--- src/sv/ipsp_pkg.sv ---
// Shared types, codes and constants for the IPS patch stream parser.
// No dependencies; every other file refers to this package by scoped names.
`default_nettype none

package ipsp_pkg;

  localparam int unsigned AddrW  = 25;
  localparam int unsigned OffW   = 24;
  localparam int unsigned ShiftW = 16;
  localparam int unsigned LenW   = 16;
  localparam int unsigned ByteW  = 8;
  localparam int unsigned KindW  = 3;
  localparam int unsigned CfgIdxW = 3;
  localparam int unsigned CfgDataW = 24;
  localparam int unsigned OutDataW = 56;

  // Parse phases.
  localparam logic [3:0] PH_HEADER = 4'd0;
  localparam logic [3:0] PH_OFF0   = 4'd1;
  localparam logic [3:0] PH_OFF1   = 4'd2;
  localparam logic [3:0] PH_OFF2   = 4'd3;
  localparam logic [3:0] PH_SIZE0  = 4'd4;
  localparam logic [3:0] PH_SIZE1  = 4'd5;
  localparam logic [3:0] PH_DATA   = 4'd6;
  localparam logic [3:0] PH_RLEN0  = 4'd7;
  localparam logic [3:0] PH_RLEN1  = 4'd8;
  localparam logic [3:0] PH_RVAL   = 4'd9;

  // Result kinds.
  localparam logic [KindW-1:0] K_WRITE  = 3'd0;
  localparam logic [KindW-1:0] K_FILL   = 3'd1;
  localparam logic [KindW-1:0] K_END    = 3'd2;
  localparam logic [KindW-1:0] K_BADHDR = 3'd3;
  localparam logic [KindW-1:0] K_TRUNC  = 3'd4;

  // Configuration register indexes.
  localparam logic [CfgIdxW-1:0] CFG_R3_START = 3'd0;
  localparam logic [CfgIdxW-1:0] CFG_R2_START = 3'd1;
  localparam logic [CfgIdxW-1:0] CFG_R1_START = 3'd2;
  localparam logic [CfgIdxW-1:0] CFG_R0_START = 3'd3;
  localparam logic [CfgIdxW-1:0] CFG_R3_SHIFT = 3'd4;
  localparam logic [CfgIdxW-1:0] CFG_R2_SHIFT = 3'd5;
  localparam logic [CfgIdxW-1:0] CFG_R1_SHIFT = 3'd6;
  localparam logic [CfgIdxW-1:0] CFG_R0_SHIFT = 3'd7;

  localparam logic [OffW-1:0] EOF_MARK = 24'h454F46;
  localparam logic [2:0] HDR_LEN = 3'd5;

  localparam logic [OffW-1:0] R3_START_RST = 24'h560C00;
  localparam logic [OffW-1:0] R2_START_RST = 24'h53E691;
  localparam logic [OffW-1:0] R1_START_RST = 24'h3BB800;
  localparam logic [OffW-1:0] R0_START_RST = 24'h000400;
  localparam logic [ShiftW-1:0] R3_SHIFT_RST = 16'h2400;
  localparam logic [ShiftW-1:0] R2_SHIFT_RST = 16'h1800;
  localparam logic [ShiftW-1:0] R1_SHIFT_RST = 16'h1800;
  localparam logic [ShiftW-1:0] R0_SHIFT_RST = 16'h0C00;

  // Region thresholds and shifts, indexed by region number.
  typedef struct packed {
    logic [3:0][OffW-1:0]   start;
    logic [3:0][ShiftW-1:0] shift;
  } cfg_t;

  typedef struct packed {
    logic [KindW-1:0] kind;
    logic [AddrW-1:0] addr;
    logic [ByteW-1:0] value;
    logic [LenW-1:0]  len;
  } result_t;

  // Expected header text "PATCH".
  function automatic logic [ByteW-1:0] hdr_char(input logic [2:0] idx);
    logic [ByteW-1:0] c;
    case (idx)
      3'd0:    c = 8'h50;
      3'd1:    c = 8'h41;
      3'd2:    c = 8'h54;
      3'd3:    c = 8'h43;
      3'd4:    c = 8'h48;
      default: c = 8'h00;
    endcase
    return c;
  endfunction

endpackage

`default_nettype wire

--- src/sv/ipsp_regs.sv ---
// Configuration registers: region thresholds and shifts.
// Depends on ipsp_pkg.
`default_nettype none

module ipsp_regs (
  input  wire logic                          clk_i,
  input  wire logic                          rst_ni,
  input  wire logic                          cfg_we_i,
  input  wire logic [ipsp_pkg::CfgIdxW-1:0]  cfg_index_i,
  input  wire logic [ipsp_pkg::CfgDataW-1:0] cfg_data_i,
  output ipsp_pkg::cfg_t                     cfg_o
);

  ipsp_pkg::cfg_t cfg_q, cfg_d;

  always_comb begin
    cfg_d = cfg_q;
    if (cfg_we_i) begin
      case (cfg_index_i)
        ipsp_pkg::CFG_R3_START: cfg_d.start[3] = cfg_data_i[ipsp_pkg::OffW-1:0];
        ipsp_pkg::CFG_R2_START: cfg_d.start[2] = cfg_data_i[ipsp_pkg::OffW-1:0];
        ipsp_pkg::CFG_R1_START: cfg_d.start[1] = cfg_data_i[ipsp_pkg::OffW-1:0];
        ipsp_pkg::CFG_R0_START: cfg_d.start[0] = cfg_data_i[ipsp_pkg::OffW-1:0];
        ipsp_pkg::CFG_R3_SHIFT: cfg_d.shift[3] = cfg_data_i[ipsp_pkg::ShiftW-1:0];
        ipsp_pkg::CFG_R2_SHIFT: cfg_d.shift[2] = cfg_data_i[ipsp_pkg::ShiftW-1:0];
        ipsp_pkg::CFG_R1_SHIFT: cfg_d.shift[1] = cfg_data_i[ipsp_pkg::ShiftW-1:0];
        ipsp_pkg::CFG_R0_SHIFT: cfg_d.shift[0] = cfg_data_i[ipsp_pkg::ShiftW-1:0];
        default: cfg_d = cfg_q;
      endcase
    end
  end

  always_ff @(posedge clk_i or negedge rst_ni) begin
    if (!rst_ni) begin
      cfg_q.start[3] <= ipsp_pkg::R3_START_RST;
      cfg_q.start[2] <= ipsp_pkg::R2_START_RST;
      cfg_q.start[1] <= ipsp_pkg::R1_START_RST;
      cfg_q.start[0] <= ipsp_pkg::R0_START_RST;
      cfg_q.shift[3] <= ipsp_pkg::R3_SHIFT_RST;
      cfg_q.shift[2] <= ipsp_pkg::R2_SHIFT_RST;
      cfg_q.shift[1] <= ipsp_pkg::R1_SHIFT_RST;
      cfg_q.shift[0] <= ipsp_pkg::R0_SHIFT_RST;
    end else begin
      cfg_q <= cfg_d;
    end
  end

  assign cfg_o = cfg_q;

endmodule

`default_nettype wire

--- src/sv/ipsp_in_stage.sv ---
// Input register for the patch byte stream.
// Depends on ipsp_pkg.
`default_nettype none

module ipsp_in_stage (
  input  wire logic                       clk_i,
  input  wire logic                       rst_ni,
  input  wire logic                       valid_i,
  output      logic                       ready_o,
  input  wire logic [ipsp_pkg::ByteW-1:0] byte_i,
  input  wire logic                       last_i,
  input  wire logic                       advance_i,
  output      logic                       valid_o,
  output      logic [ipsp_pkg::ByteW-1:0] byte_o,
  output      logic                       last_o
);

  logic                       valid_q, valid_d;
  logic [ipsp_pkg::ByteW-1:0] byte_q;
  logic                       last_q;
  logic                       load;

  // The held byte leaves in the same cycle as a new one arrives.
  assign ready_o = !valid_q || advance_i;
  assign load    = valid_i && ready_o;

  always_comb begin
    valid_d = valid_q;
    if (load) begin
      valid_d = 1'b1;
    end else if (advance_i) begin
      valid_d = 1'b0;
    end
  end

  always_ff @(posedge clk_i or negedge rst_ni) begin
    if (!rst_ni) begin
      valid_q <= 1'b0;
    end else begin
      valid_q <= valid_d;
    end
  end

  always_ff @(posedge clk_i) begin
    if (load) begin
      byte_q <= byte_i;
      last_q <= last_i;
    end
  end

  assign valid_o = valid_q;
  assign byte_o  = byte_q;
  assign last_o  = last_q;

endmodule

`default_nettype wire

--- src/sv/ipsp_parser.sv ---
// Record parser: header check, offset and size fields, data and fill runs,
// and the region remap. Depends on ipsp_pkg.
`default_nettype none

module ipsp_parser (
  input  wire logic                       clk_i,
  input  wire logic                       rst_ni,
  input  wire logic                       en_i,
  input  wire logic [ipsp_pkg::ByteW-1:0] byte_i,
  input  wire logic                       last_i,
  input  ipsp_pkg::cfg_t                  cfg_i,
  output      logic                       res_vld_o,
  output ipsp_pkg::result_t               res_o
);

  logic [3:0]                  phase_q, phase_d;
  logic [2:0]                  hdr_idx_q, hdr_idx_d;
  logic [ipsp_pkg::OffW-1:0]   off_q, off_d;
  logic [ipsp_pkg::AddrW-1:0]  addr_q, addr_d;
  logic [ipsp_pkg::LenW-1:0]   left_q, left_d;
  logic [ipsp_pkg::LenW-1:0]   fill_q, fill_d;
  logic                        done_q, done_d;

  logic [ipsp_pkg::OffW-1:0]   off_new;
  logic [ipsp_pkg::LenW-1:0]   left_dec;
  logic [2:0]                  hdr_idx_inc;
  logic [ipsp_pkg::AddrW-1:0]  remapped;
  logic [ipsp_pkg::AddrW-1:0]  off_ext;

  assign off_new     = {off_q[ipsp_pkg::OffW-1:8], byte_i};
  assign left_dec    = left_q - 16'd1;
  assign hdr_idx_inc = hdr_idx_q + 3'd1;
  assign off_ext     = {1'b0, off_new};

  // Regions are tried from the highest down; the first match wins.
  always_comb begin
    if (off_new >= cfg_i.start[3]) begin
      remapped = off_ext + {9'd0, cfg_i.shift[3]};
    end else if (off_new >= cfg_i.start[2]) begin
      remapped = off_ext + {9'd0, cfg_i.shift[2]};
    end else if (off_new >= cfg_i.start[1]) begin
      remapped = off_ext + {9'd0, cfg_i.shift[1]};
    end else if (off_new >= cfg_i.start[0]) begin
      remapped = off_ext + {9'd0, cfg_i.shift[0]};
    end else begin
      remapped = off_ext;
    end
  end

  always_comb begin
    phase_d   = phase_q;
    hdr_idx_d = hdr_idx_q;
    off_d     = off_q;
    addr_d    = addr_q;
    left_d    = left_q;
    fill_d    = fill_q;
    done_d    = done_q;
    res_vld_o = 1'b0;
    res_o     = '0;

    if (en_i) begin
      if (!done_q) begin
        case (phase_q)
          ipsp_pkg::PH_HEADER: begin
            if (hdr_idx_q >= ipsp_pkg::HDR_LEN || byte_i != ipsp_pkg::hdr_char(hdr_idx_q)) begin
              res_vld_o  = 1'b1;
              res_o.kind = ipsp_pkg::K_BADHDR;
              done_d     = 1'b1;
            end else begin
              hdr_idx_d = hdr_idx_inc;
              if (hdr_idx_inc == ipsp_pkg::HDR_LEN) begin
                phase_d = ipsp_pkg::PH_OFF0;
              end else if (last_i) begin
                res_vld_o  = 1'b1;
                res_o.kind = ipsp_pkg::K_BADHDR;
              end
            end
          end
          ipsp_pkg::PH_OFF0: begin
            off_d   = {byte_i, 16'd0};
            phase_d = ipsp_pkg::PH_OFF1;
            if (last_i) begin
              res_vld_o  = 1'b1;
              res_o.kind = ipsp_pkg::K_TRUNC;
            end
          end
          ipsp_pkg::PH_OFF1: begin
            off_d   = {off_q[23:16], byte_i, 8'd0};
            phase_d = ipsp_pkg::PH_OFF2;
            if (last_i) begin
              res_vld_o  = 1'b1;
              res_o.kind = ipsp_pkg::K_TRUNC;
            end
          end
          ipsp_pkg::PH_OFF2: begin
            off_d = off_new;
            if (off_new == ipsp_pkg::EOF_MARK) begin
              res_vld_o  = 1'b1;
              res_o.kind = ipsp_pkg::K_END;
              done_d     = 1'b1;
            end else begin
              addr_d  = remapped;
              phase_d = ipsp_pkg::PH_SIZE0;
              if (last_i) begin
                res_vld_o  = 1'b1;
                res_o.kind = ipsp_pkg::K_TRUNC;
              end
            end
          end
          ipsp_pkg::PH_SIZE0: begin
            left_d  = {byte_i, 8'd0};
            phase_d = ipsp_pkg::PH_SIZE1;
            if (last_i) begin
              res_vld_o  = 1'b1;
              res_o.kind = ipsp_pkg::K_TRUNC;
            end
          end
          ipsp_pkg::PH_SIZE1: begin
            left_d  = {left_q[15:8], byte_i};
            phase_d = ({left_q[15:8], byte_i} != 16'd0) ? ipsp_pkg::PH_DATA
                                                        : ipsp_pkg::PH_RLEN0;
            if (last_i) begin
              res_vld_o  = 1'b1;
              res_o.kind = ipsp_pkg::K_TRUNC;
            end
          end
          ipsp_pkg::PH_DATA: begin
            if (last_i && left_q > 16'd1) begin
              res_vld_o  = 1'b1;
              res_o.kind = ipsp_pkg::K_TRUNC;
            end else begin
              res_vld_o   = 1'b1;
              res_o.kind  = ipsp_pkg::K_WRITE;
              res_o.addr  = addr_q;
              res_o.value = byte_i;
              res_o.len   = 16'd1;
              addr_d      = addr_q + 25'd1;
              left_d      = left_dec;
              if (left_dec == 16'd0) begin
                phase_d = ipsp_pkg::PH_OFF0;
              end
            end
          end
          ipsp_pkg::PH_RLEN0: begin
            fill_d  = {byte_i, 8'd0};
            phase_d = ipsp_pkg::PH_RLEN1;
            if (last_i) begin
              res_vld_o  = 1'b1;
              res_o.kind = ipsp_pkg::K_TRUNC;
            end
          end
          ipsp_pkg::PH_RLEN1: begin
            fill_d  = {fill_q[15:8], byte_i};
            phase_d = ipsp_pkg::PH_RVAL;
            if (last_i) begin
              res_vld_o  = 1'b1;
              res_o.kind = ipsp_pkg::K_TRUNC;
            end
          end
          ipsp_pkg::PH_RVAL: begin
            // A zero run length consumes the fill byte silently.
            if (fill_q != 16'd0) begin
              res_vld_o   = 1'b1;
              res_o.kind  = ipsp_pkg::K_FILL;
              res_o.addr  = addr_q;
              res_o.value = byte_i;
              res_o.len   = fill_q;
            end
            phase_d = ipsp_pkg::PH_OFF0;
          end
          default: begin
            phase_d = ipsp_pkg::PH_HEADER;
          end
        endcase
      end

      // The last byte of a stream always rearms the parser for a new header.
      if (last_i) begin
        phase_d   = ipsp_pkg::PH_HEADER;
        hdr_idx_d = 3'd0;
        off_d     = '0;
        addr_d    = '0;
        left_d    = '0;
        fill_d    = '0;
        done_d    = 1'b0;
      end
    end
  end

  always_ff @(posedge clk_i or negedge rst_ni) begin
    if (!rst_ni) begin
      phase_q   <= ipsp_pkg::PH_HEADER;
      hdr_idx_q <= 3'd0;
      off_q     <= '0;
      addr_q    <= '0;
      left_q    <= '0;
      fill_q    <= '0;
      done_q    <= 1'b0;
    end else begin
      phase_q   <= phase_d;
      hdr_idx_q <= hdr_idx_d;
      off_q     <= off_d;
      addr_q    <= addr_d;
      left_q    <= left_d;
      fill_q    <= fill_d;
      done_q    <= done_d;
    end
  end

`ifndef ASSERT_OFF
  a_last_rearms: assert property (@(posedge clk_i) disable iff (!rst_ni)
    en_i && last_i |=> phase_q == ipsp_pkg::PH_HEADER && hdr_idx_q == 3'd0 && !done_q)
    else $error("parser did not rearm after the last byte");

  a_data_has_bytes: assert property (@(posedge clk_i) disable iff (!rst_ni)
    phase_q == ipsp_pkg::PH_DATA |-> left_q != 16'd0)
    else $error("data phase entered with no bytes left");

  a_write_len_one: assert property (@(posedge clk_i) disable iff (!rst_ni)
    res_vld_o && res_o.kind == ipsp_pkg::K_WRITE |-> res_o.len == 16'd1)
    else $error("byte write with run length other than one");

  a_hdr_idx_range: assert property (@(posedge clk_i) disable iff (!rst_ni)
    hdr_idx_q <= ipsp_pkg::HDR_LEN)
    else $error("header index beyond header length");

  a_silent_when_done: assert property (@(posedge clk_i) disable iff (!rst_ni)
    done_q |-> !res_vld_o)
    else $error("result produced after the stream was closed");
`endif

endmodule

`default_nettype wire

--- src/sv/ipsp_out_stage.sv ---
// Result register driving the master stream side.
// Depends on ipsp_pkg.
`default_nettype none

module ipsp_out_stage (
  input  wire logic                          clk_i,
  input  wire logic                          rst_ni,
  input  wire logic                          load_i,
  input  ipsp_pkg::result_t                  res_i,
  output      logic                          space_o,
  output      logic                          valid_o,
  input  wire logic                          ready_i,
  output      logic [ipsp_pkg::OutDataW-1:0] data_o,
  output      logic [ipsp_pkg::KindW-1:0]    kind_o
);

  logic              valid_q, valid_d;
  ipsp_pkg::result_t res_q;

  // A waiting result that is taken this cycle frees the register for the next.
  assign space_o = !valid_q || ready_i;

  always_comb begin
    valid_d = valid_q;
    if (load_i) begin
      valid_d = 1'b1;
    end else if (ready_i) begin
      valid_d = 1'b0;
    end
  end

  always_ff @(posedge clk_i or negedge rst_ni) begin
    if (!rst_ni) begin
      valid_q <= 1'b0;
    end else begin
      valid_q <= valid_d;
    end
  end

  always_ff @(posedge clk_i) begin
    if (load_i) begin
      res_q <= res_i;
    end
  end

  assign valid_o = valid_q;
  assign kind_o  = res_q.kind;
  assign data_o  = {7'd0, res_q.len, res_q.value, res_q.addr};

endmodule

`default_nettype wire

--- src/sv/ips_patch_stream_parser_core.sv ---
// Path: input register, combinational parser, result register, then the master side.
// Throughput: one patch byte per cycle while the master side keeps up, at most one
// result per byte; input and result registers each hand over in the cycle they empty.
// Reset (rst_ni, asynchronous, active low) empties both registers, rearms the parser
// for the header and loads the region registers with their default values.
// Top level of the IPS patch stream parser; depends on ipsp_pkg and its submodules.
`default_nettype none

module ips_patch_stream_parser_core (
  input  wire logic                          clk_i,
  input  wire logic                          rst_ni,
  input  wire logic                          s_axis_tvalid,
  output      logic                          s_axis_tready,
  input  wire logic [ipsp_pkg::ByteW-1:0]    s_axis_tdata,  // [7:0] patch_byte
  input  wire logic                          s_axis_tlast,
  output      logic                          m_axis_tvalid,
  input  wire logic                          m_axis_tready,
  // [24:0] target_address, [32:25] write_value, [48:33] run_length, [55:49] zero
  output      logic [ipsp_pkg::OutDataW-1:0] m_axis_tdata,
  output      logic [ipsp_pkg::KindW-1:0]    m_axis_tuser,  // [2:0] result_kind
  input  wire logic                          cfg_we_i,
  input  wire logic [ipsp_pkg::CfgIdxW-1:0]  cfg_index_i,
  input  wire logic [ipsp_pkg::CfgDataW-1:0] cfg_data_i
);

  ipsp_pkg::cfg_t             cfg;
  ipsp_pkg::result_t          res;
  logic                       res_vld;
  logic                       in_valid;
  logic [ipsp_pkg::ByteW-1:0] in_byte;
  logic                       in_last;
  logic                       out_space;
  logic                       advance;

  assign advance = in_valid && out_space;

  ipsp_regs u_regs (
    .clk_i       (clk_i),
    .rst_ni      (rst_ni),
    .cfg_we_i    (cfg_we_i),
    .cfg_index_i (cfg_index_i),
    .cfg_data_i  (cfg_data_i),
    .cfg_o       (cfg)
  );

  ipsp_in_stage u_in (
    .clk_i     (clk_i),
    .rst_ni    (rst_ni),
    .valid_i   (s_axis_tvalid),
    .ready_o   (s_axis_tready),
    .byte_i    (s_axis_tdata),
    .last_i    (s_axis_tlast),
    .advance_i (advance),
    .valid_o   (in_valid),
    .byte_o    (in_byte),
    .last_o    (in_last)
  );

  ipsp_parser u_parser (
    .clk_i     (clk_i),
    .rst_ni    (rst_ni),
    .en_i      (advance),
    .byte_i    (in_byte),
    .last_i    (in_last),
    .cfg_i     (cfg),
    .res_vld_o (res_vld),
    .res_o     (res)
  );

  ipsp_out_stage u_out (
    .clk_i   (clk_i),
    .rst_ni  (rst_ni),
    .load_i  (advance && res_vld),
    .res_i   (res),
    .space_o (out_space),
    .valid_o (m_axis_tvalid),
    .ready_i (m_axis_tready),
    .data_o  (m_axis_tdata),
    .kind_o  (m_axis_tuser)
  );

endmodule

`default_nettype wire
--- config.mk ---
export PLATFORM = sky130hd
export DESIGN_NAME = ips_patch_stream_parser_core
export DESIGN_NICKNAME = d
export VERILOG_FILES = /design/src/sv/ipsp_pkg.sv /design/src/sv/ipsp_regs.sv /design/src/sv/ipsp_in_stage.sv /design/src/sv/ipsp_parser.sv /design/src/sv/ipsp_out_stage.sv /design/src/sv/ips_patch_stream_parser_core.sv
export SDC_FILE = /design/constraint.sdc
export NUM_CORES = 1
export LEC_CHECK = 0
export BUFFER_PORTS_ARGS = -buffer_cell sky130_fd_sc_hd__buf_2
export CAP_MARGIN = 20
export CORE_AREA = 5 5 194 196
export CTS_CLUSTER_DIAMETER = 40
export DETAILED_ROUTE_END_ITERATION = 10
export DIE_AREA = 0 0 199 201
export PLACE_DENSITY = 0.72
export REMOVE_ABC_BUFFERS = 1
export SLEW_MARGIN = 15
export SYNTH_ARGS = -nofsm -noshare
export SYNTH_HDL_FRONTEND = slang
export SYNTH_SLANG_ARGS = --single-unit
--- constraint.sdc ---
create_clock -name clk_i -period 8.85 [get_ports clk_i]
set_input_delay 1.3275 -clock clk_i [delete_from_list [all_inputs] [get_ports clk_i]]
set_output_delay 1.3275 -clock clk_i [all_outputs]
set_load 0.01 [all_outputs]
=== After elaboration in Yosys (flattened, before gate mapping) ===
Cells that the tools add are included.

* $add $sub $neg: 7
* Magnitude comparators: 6
* Equality and inequality tests: 34
* Mux-type cells: 63
* Bitwise gates (word level): 1
* Reductions and logical operators: 44

{| class="wikitable"
|+ Operators with widths
! operator !! number
|-
| $mux 25 || 8
|-
| $add 24x16->25 || 4
|-
| $pmux 49 s2 || 1
|-
| $ge 24x24->1 || 4
|-
| $mux 16 || 5
|-
| $pmux 24 s3 || 1
|-
| $mux 50 || 1
|-
| $pmux 25 s2 || 1
|-
| $mux 49 || 1
|-
| $mux 24 || 2
|-
| $pmux 16 s3 || 1
|-
| $pmux 4 s10 || 1
|-
| $pmux 7 s5 || 1
|-
| $pmux 16 s2 || 1
|-
| $reduce_bool 16->1 || 2
|-
| $mux 4 || 7
|-
| $add 25x1->25 const B || 1
|-
| $eq 24x23->1 const B || 1
|-
| $mux 3 || 8
|-
| $mux 8 || 3
|-
| $eq 3x3->1 const B || 6
|-
| $eq 4x3->1 const B || 4
|-
| $gt 16x1->1 const B || 1
|-
| $logic_not 16->1 || 1
|-
| other kinds (33) || 89
|}

* Bits in registers: 304
* Logic and storage cells: 181

=== Logic depth before layout (Yosys ltp) ===
Gate-level depths: netlist of run 1.

* Word-level depth: 13
* Gate-level depth with buffers: 13
* Gate-level depth less buffers: 13

=== By module ===
Synthesis of run 1 repeated with hierarchy kept, for this count alone.

* Cell total of the unflattened synthesis: 1981
* Area, all modules: 19717.7 sq um

{| class="wikitable"
|+ By module, submodules not included
! module !! instances !! cells each !! area each (sq um)
|-
| ipsp_parser || 1 || 1556 || 11562.3
|-
| ipsp_regs || 1 || 347 || 6153.4
|-
| ipsp_out_stage || 1 || 63 || 1665.3
|-
| ipsp_in_stage || 1 || 13 || 324.1
|-
| ips_patch_stream_parser_core || 1 || 2 || 12.5
|}

=== Worst setup path before layout of run 1 ===
Ideal clock, no wire load.

* Path type: input to register
* Start: input m_axis_tready
* End: register u_out.res_q, in the netlist u_out.data_o[0], enable pin
* Setup time: 495 ps
* Data arrival time: 4686 ps
* Data required time: 8355 ps
* Path slack: 3670 ps
* Stages: 5
* Path buffers: 0
* Cells stage by stage: nand2b_1 -> nand2_1 -> nor2_1 -> nand2_1 -> a31oi_1

* Longest elaborated chain between the ends: 4

{| class="wikitable"
|+ RTL lines
! element !! line !! RTL
|-
| start, declared || ips_patch_stream_parser_core.sv:17 || <nowiki>input wire logic m_axis_tready,</nowiki>
|-
| $logic_or 1x1->1 * || ipsp_out_stage.sv:21 || <nowiki>assign space_o = !valid_q || ready_i;</nowiki>
|-
| $logic_and 1x1->1 * || ips_patch_stream_parser_core.sv:35 || <nowiki>assign advance = in_valid && out_space;</nowiki>
|-
| $mux 1 || ipsp_parser.sv:61 || <nowiki>if (en_i) begin</nowiki>
|-
| $logic_and 1x1->1 * || ips_patch_stream_parser_core.sv:73 || <nowiki>.load_i (advance && res_vld),</nowiki>
|-
| via u_out.load_i || ipsp_out_stage.sv:8 || <nowiki>input wire logic load_i,</nowiki>
|-
| end signal, assigned || ipsp_out_stage.sv:42 || <nowiki>res_q <= res_i;</nowiki>
|-
| end, declared || ipsp_out_stage.sv:18 || <nowiki>ipsp_pkg::result_t res_q;</nowiki>
|}

The timed path passes the listed nets; every way through them passes the cells marked *.
A chain may end at the register's enable or synchronous reset.

=== Final worst setup path of run 1 ===
* Start: register u_in.byte_q, in the netlist u_in.byte_o[0]
* End: register u_parser.addr_q[17] in the netlist's numbering

* Longest elaborated chain between the ends: 9
* Elaborated cells between the ends (all ways): 19
* Those cells by class: 4 x add/sub; 4 x order compare; 2 x eq/ne; 8 x mux; 1 x reduce/logical

{| class="wikitable"
|+ RTL lines
! element !! line !! RTL
|-
| start, declared || ipsp_in_stage.sv:19 || <nowiki>logic [ipsp_pkg::ByteW-1:0] byte_q;</nowiki>
|-
| start signal, assigned || ipsp_in_stage.sv:46 || <nowiki>byte_q <= byte_i;</nowiki>
|-
| $add 24x16->25 / $ge 24x24->1 (equally long branches) || ipsp_parser.sv:44, ipsp_parser.sv:43 ||
|-
| $mux 25 || ipsp_parser.sv:43 || <nowiki>end else if (off_new >= cfg_i.start[0]) begin</nowiki>
|-
| $mux 25 || ipsp_parser.sv:41 || <nowiki>end else if (off_new >= cfg_i.start[1]) begin</nowiki>
|-
| $mux 25 || ipsp_parser.sv:39 || <nowiki>end else if (off_new >= cfg_i.start[2]) begin</nowiki>
|-
| $mux 25 || ipsp_parser.sv:37 || <nowiki>if (off_new >= cfg_i.start[3]) begin</nowiki>
|-
| $mux 25 || ipsp_parser.sv:97 || <nowiki>if (off_new == ipsp_pkg::EOF_MARK) begin</nowiki>
|-
| $pmux 25 s2 || ipsp_parser.sv:63 || <nowiki>case (phase_q)</nowiki>
|-
| $mux 25 || ipsp_parser.sv:62 || <nowiki>if (!done_q) begin</nowiki>
|-
| $mux 25 || ipsp_parser.sv:178 || <nowiki>if (last_i) begin</nowiki>
|-
| end signal, assigned || ipsp_parser.sv:203 || <nowiki>addr_q <= addr_d;</nowiki>
|-
| end, declared || ipsp_parser.sv:19 || <nowiki>logic [ipsp_pkg::AddrW-1:0] addr_q, addr_d;</nowiki>
|}

Several ways; a longest one is shown, not always the timed one. The select of a mux whose other input is x is not followed.

==> metrics.cfg, run 1 <==
[yosys]
synth_compound_area_share_pct=18.9
ys_warn_count=0
synth_area_mm2=0.0193
postSynthCellCount=2026
synth_adder_area_share_pct=11.4
synthDistinctLibCells=97
ys_ff_latch=304
synth_xor_area_share_pct=2.99
synth_top_cells_by_area=dfrtp_1, ha_1, edfxtp_1
synth-simple-area-share_pct=15.1
synthMuxAreaShare_pct=5.84
synth_area_leader_cell=dfrtp_1
synth_top_family_by_area=compound AO/OA/AOI/OAI gates
ys_async_sr_fraction_pct=79.9
synth_top_area_share_pct=26.8
synth_area_per_cell_um2=9.54
synth_edf_count=61
seq_area_frac_synth_pct=41.2
synthFlopType=dfrtp_1

[routing]
detail-route-antenna-nets=0
first_pass_iters=6
drt_iter0_markers=1363
wl_met2_um=26200
highest_layer=met4
wl_um=56900
met1_length_um=24900
drc_errors=0
routed_via_density=6.18
vias=16276
dr_wl_met3_um=4290
routedWlPerCell_um=21.6

[global_routing]
gr-total-overflow=0
antenna_found_initial=0
grt_pass1_wl_um=88900
grt_usage_pct=28.1
grt_pass1_vias=15800
grt_max_degree=110

[timing]
hold_violations=0
post-route-min-period_ns=4.20
fmax_mhz=238
holdWs_ns=0.501
setup_viol=0
drv_slew=0
tightestPinTransition_ns=1.09
fin_tns_setup_ns=0
rsz0062_at_grt=false
finalCritPeriodShare_pct=47.5
max_slew_margin_pct=27.4
skew_ns=0.0191

[final_layout]
postLayoutCoreUtil_pct=61.7
final_common_cell=nand2_1
mostFrequentLayoutCells=nand2_1, dfrtp_1, o21ai_0, ha_1, inv_1
finalInstanceArea_mm2=0.0221
layout.cells.non_filler=2634
drive_above_1_share_pct=17.8
area_delta_synth_final_pct=14.6
nNetsFinal=2341
num_antenna_cells=0

[die]
io_pins=102
core_area_mm2=0.0359
die_x_um=199
start_util_pct=53.8
rows=70
dieArea_mm2=0.0400
die_height_um=201

[flow_run]
maxCapViolations=0

[critical_path]
worst_setup_path_end_kind=flop
slowest_stage=edfxtp_1
max_stage_delay_ns=0.66
cp_max_fo=34
crit_required_ns=9.29
critPathKind=flop to flop
cp_cell_sequence=inv_1 -> ha_1 -> nand2b_1 -> a2111oi_0 -> nor4_1 -> o31a_1 -> nor2_4 -> a31oi_1 -> a21boi_1 -> nand3_1 -> xor2_1 -> o221ai_1
worst_setup_path_start_kind=flop
arrival_ns=4.64

[clocking]
cts_root_buf=clkbuf_16
cts_resized=0
clock-sinks=304
clockBufferDepth=3
clock_insertion_delay_worst_skew_ns=0.59
numCtsBuffers=51
ctsHoldBuffers=0
path_clk_slew_ns=0.06
cts_setup_buffers=0
htree_levels=2
tritoncts=built

[power]
powerDensity_mw_per_mm2=258
p_clk_share_pct=37.1
power.leakage_nw=9.94
pwr-share-seq_pct=32.5
intPower_mw=3.74
swShare_pct=34.5
ir_drop_v=0.000253
pwr-share-comb_pct=30.4
p_sw_mw=1.97

[placement]
placed_cell_area_mm2=0.0203
dp_hpwl_um=40800
gp_routability_congestion=0.983
portBuffers=94
dp.cells=2540

[hold_path]
min_path_type=flop to flop

[run_status]
outcome=finished clean

==> cell usage after synthesis (18+ instances only) <==
library cell / n
o31ai_1: 18
edfxtp_1: 61
xor2_1: 27
dfrtp_1: 207
nor3_1: 38
mux2_2: 93
and3_1: 21
xnor2_1: 39
ha_1: 170
clkbuf_1: 59
inv_1: 132
nand3_1: 47
nand2_1: 219
a211oi_1: 29
nand4_1: 18
o21ai_0: 188
o211ai_1: 22
a21oi_1: 111
and2_1: 55
nor2_1: 107
a21o_1: 33
dfstp_2: 36
o21a_1: 20
==> sequential cells by signal, indices dropped and copies added (netlist names) <==
register,count
u_parser.left_q,16
u_parser.phase_q,4
u_in.last_o,1
u_out.valid_o,1
u_parser.off_q,16
u_out.kind_o,3
u_parser.hdr_idx_q,3
u_in.valid_o,1
u_in.byte_o,8
u_parser.fill_q,16
u_out.data_o,49
u_parser.done_q,1
u_regs.cfg_o,160
u_parser.addr_q,25
==> per-stage QoR <==
step	total power, mW	setup WS (ns)
floorplan	3.01	3.55
global placement	3.52	4.66
detailed placement	3.56	4.68
CTS	5.70	4.71
global route	5.99	4.42
finish	5.71	4.65
==> routing by layer <==
| metal | vias to the layer above | GRT usage [%] |
|---|---|---|
| met2 | 679 | 44.5 |
| met4 | 0 | 8.65 |
| met5 | - | 0 |
| li1 | 7581 | - |
| met3 | 108 | 4.53 |
| met1 | 7908 | 39.8 |
==> layout make-up <==
| cell class | instances | area [um2] |
|---|---|---|
| inverters | 133 | 499 |
| well taps | 468 | 586 |
| repair buffers | 123 | 699 |
| flip-flops and latches | 304 | 7960 |
| fillers | 2999 | 13800 |
| clock buffers | 63 | 1390 |
| multi-input cells | 1513 | 10600 |
| clock inverters | 30 | 440 |
==> worst paths after layout <==
check	from	endpoint	slack, ns	depth (start not counted)
hold reg to reg	u_regs.cfg_o[75]	u_regs.cfg_o[75]	0.50	1
hold / removal	u_regs.cfg_o[75]	u_regs.cfg_o[75]	0.50	1
setup / recovery	u_in.byte_o[0]	u_parser.addr_q[17]	4.65	12
setup reg to reg	u_in.byte_o[0]	u_parser.addr_q[17]	4.65	12
max in group asynchronous	rst_ni	u_parser.addr_q[5]	6.56	2
min in group asynchronous	rst_ni	u_regs.cfg_o[75]	0.82	1
==> worst max-delay path: cells and delay by family (launching register included) <==
family,cells,cell delay [ns]
and+or+nand+nor,4,1.07
AOI/OAI and AO/OA,5,1.55
xor gates and xnor gates,1,0.19
DFF,1,0.66
adders and majority gates,1,0.32
buffers and inverters,1,0.25
==> logic make-up after synthesis <==
family,Yosys count
other,1
DFF,304
adders and majority gates,174
AOI/OAI and AO/OA,569
buffers and inverters,215
xor gates and xnor gates,66
muxes,101
and+or+nand+nor,596
==> power by group through the flow <==
stage	logic (mW)	clock network [mW]	registers, mW
2_1_floorplan	1.16	0	1.85
3_3_place_gp	1.65	0	1.86
3_5_place_dp	1.69	0	1.87
4_1_cts	1.71	2.14	1.85
5_1_grt	1.90	2.22	1.88
6_report	1.74	2.12	1.85
No activity file was read; power rests on OpenSTA's default activity.
==> run 2, diff against run 1 <==
--- a/config.mk
+++ b/config.mk
@@ -11,7 +11,7 @@
 export CTS_CLUSTER_DIAMETER = 40
 export DETAILED_ROUTE_END_ITERATION = 10
 export DIE_AREA = 0 0 199 201
-export PLACE_DENSITY = 0.72
+export PLACE_DENSITY = 0.75
 export REMOVE_ABC_BUFFERS = 1
 export SLEW_MARGIN = 15
 export SYNTH_ARGS = -nofsm -noshare
==> constraint.sdc (replaced) <==
create_clock -name clk_i -period 3.8 [get_ports clk_i]
set_input_delay 0.57 -clock clk_i [delete_from_list [all_inputs] [get_ports clk_i]]
set_output_delay 0.57 -clock clk_i [all_outputs]
set_load 0.01 [all_outputs]
==> metrics.cfg, run 2 (synthesis results as in run 1) <==
[timing]
hold_violations=0
skew_ns=0.0327
finalCritPeriodShare_pct=94.1
worst_slack_ns=0.225
fmax_mhz=280
drv_slew=0
tightestPinTransition_ns=1.08
setup_viol=0
fin_tns_setup_ns=0
post-route-min-period_ns=3.58
max_slew_margin_pct=27.3
rsz0062_at_grt=false

[power]
p_clk_share_pct=34.6
ir_drop_v=0.000334
p_sw_mw=4.64
power_mw=13.0
intPower_mw=8.39
swShare_pct=35.6
powerDensity_mw_per_mm2=584
pwr-share-comb_pct=32.3
power.leakage_nw=10.1
pwr-share-seq_pct=33.1

[die]
start_util_pct=53.8
die_x_um=199
core_area_mm2=0.0359
rows=70
dieArea_mm2=0.0400
die_height_um=201
io_pins=102

[placement]
dp_slack_ns=0.132
dp.cells=2576
portBuffers=94
dp_hpwl_um=42200
gp_routability_congestion=0.975

[routing]
wl_um=57200
routed_via_density=6.13
drc_errors=0
drt_iter0_markers=1436
first_pass_iters=8
routedWlPerCell_um=21.5
detail-route-antenna-nets=0
vias=16344

[clocking]
cts_root_buf=clkbuf_16
clock_insertion_delay_worst_skew_ns=0.57
tritoncts=built
cts_setup_buffers=0
clockBufferDepth=3
ctsHoldBuffers=0
numCtsBuffers=47
htree_levels=2
clock-sinks=304
path_clk_slew_ns=0.05

[final_layout]
layout.cells.non_filler=2667
nNetsFinal=2375
drive_above_1_share_pct=18.9
mostFrequentLayoutCells=nand2_1, dfrtp_1, o21ai_0, ha_1, inv_1
area_delta_synth_final_pct=15.5
num_antenna_cells=0
largest_reg_flops=160
postLayoutCoreUtil_pct=62.2
fillCellCount=2895
final_common_cell=nand2_1

[critical_path]
slowest_stage=edfxtp_1
worst_setup_path_start_kind=flop
crit_cells=12
cp_top_family=compound AO/OA/AOI/OAI gates
worst_setup_path_end_kind=flop
cp_max_fo=13
crit_required_ns=4.24
arrival_ns=4.02
critPathKind=flop to flop
max_stage_delay_ns=0.62
critPathBufInv=1
r2r_cells=12
cp_cell_sequence=ha_1 -> and4_1 -> o21ai_0 -> nor4_1 -> buf_4 -> o31a_1 -> nor2_4 -> a211o_1 -> a31oi_4 -> nor3_2 -> xnor2_1 -> o21ai_1

[hold_path]
min_path_type=input pin to async pin

[global_routing]
gr-total-overflow=0
grt_usage_pct=28.4
grt_pass1_wl_um=90600
grt_max_degree=104
antenna_found_initial=0
grt_pass1_vias=16028

[run_status]
outcome=finished clean

[flow_run]
maxCapViolations=0

[run 2: changes by cell type in the layout (fill, tap and decap cells not counted), moves of 4 or more]
| cell | previous run | this run |
|---|---|---|
| buf_4 | 27 | 58 |
| clkbuf_8 | 7 | 1 |
| buf_12 | 0 | 5 |
| clkinv_1 | 0 | 5 |
| clkinv_8 | 0 | 4 |
| inv_6 | 3 | 7 |
[run 2: metrics by stage]
step / cell area (um2) / hold WS, ns
6_report: 22300 / 0.0803
4_1_cts: 22300 / 0.107
2_1_floorplan: 19000 / 0.274
3_5_place_dp: 20600 / 0.490
5_1_grt: 22300 / 0.157
3_3_place_gp: 20600 / 0.476
[run 2: final timing paths]
check / startpoint / to / slack [ns]
max in group asynchronous: rst_ni / u_regs.cfg_o[132] / 2.75
min reg2reg: u_regs.cfg_o[70] / u_regs.cfg_o[70] / 0.50
max: u_in.byte_o[7] / u_parser.addr_q[20] / 0.22
max reg2reg: u_in.byte_o[7] / u_parser.addr_q[20] / 0.22
min in group clk_i: s_axis_tlast / u_in.last_o / 0.18
min: rst_ni / u_regs.cfg_o[91] / 0.08
[run 2: power by group through the flow]
stage	Combinational, mW	Clock (mW)	Sequential [mW]
after detailed placement	4.08	0	4.36
after global placement	3.97	0	4.34
final	4.21	4.51	4.31
after global routing	4.61	4.71	4.36
after CTS	4.12	4.56	4.31
after floorplan	2.70	0	4.32
[run 2: cell type report]
cell class / instances / area (um2) / area share [%]
clock buffers: 52 / 1230 / 5.49
well taps: 468 / 586 / 2.62
multi-input cells: 1514 / 10600 / 47.3
flip-flops and latches: 304 / 7960 / 35.7
clock inverters: 36 / 443 / 1.98
inverters: 133 / 499 / 2.24
repair buffers: 160 / 1040 / 4.66
[run 2: repair_timing]
item,in CTS,in global routing
hold endpoints to repair,0,0
resized for setup,0,1
endpoints found under the setup margin,0,7
[run 2: routing by layer]
| metal | vias up | GRT usage, % | part of all wire, % |
|---|---|---|---|
| li1 | 7644 | - | - |
| met2 | 688 | 45.0 | 46 |
| met1 | 7898 | 40.4 | 43 |
| met4 | 0 | 9.23 | 3.5 |
| met3 | 114 | 4.20 | 7.8 |
| met5 | - | 0 | 0 |
==> run 3, diff against run 2 <==
--- a/config.mk
+++ b/config.mk
@@ -5,12 +5,13 @@
 export SDC_FILE = /design/constraint.sdc
 export NUM_CORES = 1
 export LEC_CHECK = 0
+export ABC_AREA = 1
 export BUFFER_PORTS_ARGS = -buffer_cell sky130_fd_sc_hd__buf_2
 export CAP_MARGIN = 20
-export CORE_AREA = 5 5 194 196
+export CORE_AREA = 5 5 200 202
 export CTS_CLUSTER_DIAMETER = 40
 export DETAILED_ROUTE_END_ITERATION = 10
-export DIE_AREA = 0 0 199 201
+export DIE_AREA = 0 0 205 207
 export PLACE_DENSITY = 0.75
 export REMOVE_ABC_BUFFERS = 1
 export SLEW_MARGIN = 15
==> metrics.cfg, run 3 <==
[placement]
dp.cells=3399
dp_slack_ns=0.653
placed_cell_area_mm2=0.0220
portBuffers=94
dp_hpwl_um=52100
gp_routability_congestion=1.02

[yosys]
ys_ff_latch=304
synth_edf_count=61
synth_area_per_cell_um2=7.37
synthFlopType=dfrtp_1
synthDistinctLibCells=54
seq_area_frac_synth_pct=38.5
ys_top_cells_by_count=nand2_1, inv_1, nor2_1
synth_top_area_share_pct=25.0
synth.most_common_cell=nand2_1
ys_async_sr_fraction_pct=79.9
ys_warn_count=0
postSynthCellCount=2806
synth_area_mm2=0.0207
synth_top_cells_by_area=dfrtp_1, nand2_1, ha_1
synth_area_leader_cell=dfrtp_1

[clocking]
ctsHoldBuffers=1
clock_insertion_delay_worst_skew_ns=0.61
path_clk_slew_ns=0.06
clock-sinks=304
cts_resized=0
numCtsBuffers=55
htree_levels=2
cts_setup_buffers=0
clockBufferDepth=3
tritoncts=built
cts_root_buf=clkbuf_16

[routing]
first_pass_iters=5
drc_errors=0
wl_um=68100
vias=19788
detail-route-antenna-nets=0
routedWlPerCell_um=19.4
drt_iter0_markers=1865
routed_via_density=5.65

[critical_path]
critPathKind=flop to flop
critPathLaunch=u_in.byte_o[0]
cpMostUsedCell=nand2_1
cp_max_fo=26
slowest_stage=inv_1
arrival_ns=3.77
regToRegStartpoint=u_in.byte_o[0]
cp_cell_sequence=inv_1 -> ha_1 -> nand2_1 -> nor2_1 -> nand3b_1 -> nor2_1 -> nor2_1 -> nor2_2 -> buf_4 -> nor2_1 -> nor2_1 -> nand2_1 -> nand2_1 -> nand2_1 -> nand2_1 -> nand3_1 -> nand2_1 -> nand2_1
worst_setup_path_end_kind=flop
crit_required_ns=4.28
worst_setup_path_start_kind=flop
max_stage_delay_ns=0.40

[die]
io_pins=102
dieArea_mm2=0.0424
core_area_mm2=0.0381
die_x_um=205
start_util_pct=54.3
die_height_um=207
rows=72

[timing]
tightestPinTransition_ns=1.10
fmax_mhz=304
hold_violations=0
max_slew_margin_pct=26.6
rsz0062_at_grt=false
worst_slack_ns=0.512
drv_slew=0
fin_tns_setup_ns=0
setup_viol=0
finalCritPeriodShare_pct=86.5
skew_ns=0.0279
post-route-min-period_ns=3.29

[final_layout]
area_delta_synth_final_pct=15.5
final_common_cell=nand2_1
layout.cells.non_filler=3504
mostFrequentLayoutCells=nand2_1, inv_1, nor2_1, o21ai_0, dfrtp_1
num_antenna_cells=0
fillCellCount=3396
seq_area_mm2=0.00796
nNetsFinal=3154
drive_above_1_share_pct=11.3
largest_reg_flops=160
multi_input_area_mm2=0.0109
finalInstanceArea_mm2=0.0239

[run_status]
outcome=finished clean

[global_routing]
grt_pass1_vias=18884
gr-total-overflow=0
grt_max_degree=93
grt_usage_pct=31.6
antenna_found_initial=0
grt_pass1_wl_um=106000

[hold_path]
min_from=s_axis_tdata[1]
min_path_type=input pin to flop

[power]
power.leakage_nw=12.0
ir_drop_v=0.000407
powerDensity_mw_per_mm2=758
power_mw=18.1

[flow_run]
maxCapViolations=0

run 3: cell types whose count changed after synthesis, moves of 51 or more:
cell	change
nand2_1	+535
inv_1	+236
nor2_1	+112
mux2_2	-93
nand3_1	+86
a21oi_1	+78
and2_1	-51
run 3: worst paths after layout:
path | slack (ns) | depth (start not counted) | end
setup / recovery | 0.51 | 18 | u_parser.addr_q[18]
hold / removal | 0.13 | 1 | u_in.byte_o[1]
setup reg to reg | 0.51 | 18 | u_parser.addr_q[18]
hold reg to reg | 0.48 | 2 | u_regs.cfg_o[150]
max in group asynchronous | 2.50 | 3 | u_parser.phase_q[1]
min in group asynchronous | 0.44 | 2 | u_regs.cfg_o[102]
run 3: routing by layer:
metal,vias up,wire length [um],global-route usage (%)
met4,0,1980,9.56
met2,893,30500,48.8
met5,-,0,0
li1,9515,-,-
met1,9262,29600,45.7
met3,118,6060,5.27
run 3: through the flow:
step / util (%) / hold slack (ns)
after floorplan: - / 0.274
after global placement: 57.6 / 0.466
after detailed placement: 57.7 / 0.474
after CTS: 62.7 / 0.111
after global routing: 62.7 / 0.118
final: 62.7 / 0.130
run 3: final cells by class:
cell class                 count  share of cell area, %
multi-input combinational   2041                   45.8
sequential                   304                   33.3
clock buffer                  63                   6.14
inverter                     382                   6.00
timing repair buffer         155                   4.18
tap                          518                   2.71
clock inverter                41                   1.86
run 3: power breakdown:
group | switching, mW | leakage [nW] | internal [mW]
combinational | 5.60 | 7.44 | 2.69
sequential | 0.598 | 3.62 | 4.18
clock | 1.91 | 0.934 | 3.12
total | 8.11 | 12.0 | 9.99
run 3: kinds of logic (layout without fill, tap and decap cells):
logic type	count (synthesis)	count (layout)	share of synthesized area, %
and+or+nand+nor	1271	1271	25.6
AOI/OAI and AO/OA	526	526	13.7
buffers and inverters	467	641	8.81
DFF	304	304	38.5
adders and majority gates	174	174	10.7
xor gates and xnor gates	63	63	2.67
other	1	7	0.0181
run 3: critical path: cells and delay by family, from the launching register on:
kind | cells | cell delay, ns
buffers and inverters | 2 | 0.72
flip-flops | 1 | 0.39
adder cells (fa/ha/maj) | 1 | 0.33
AND/OR/NAND/NOR | 15 | 1.71
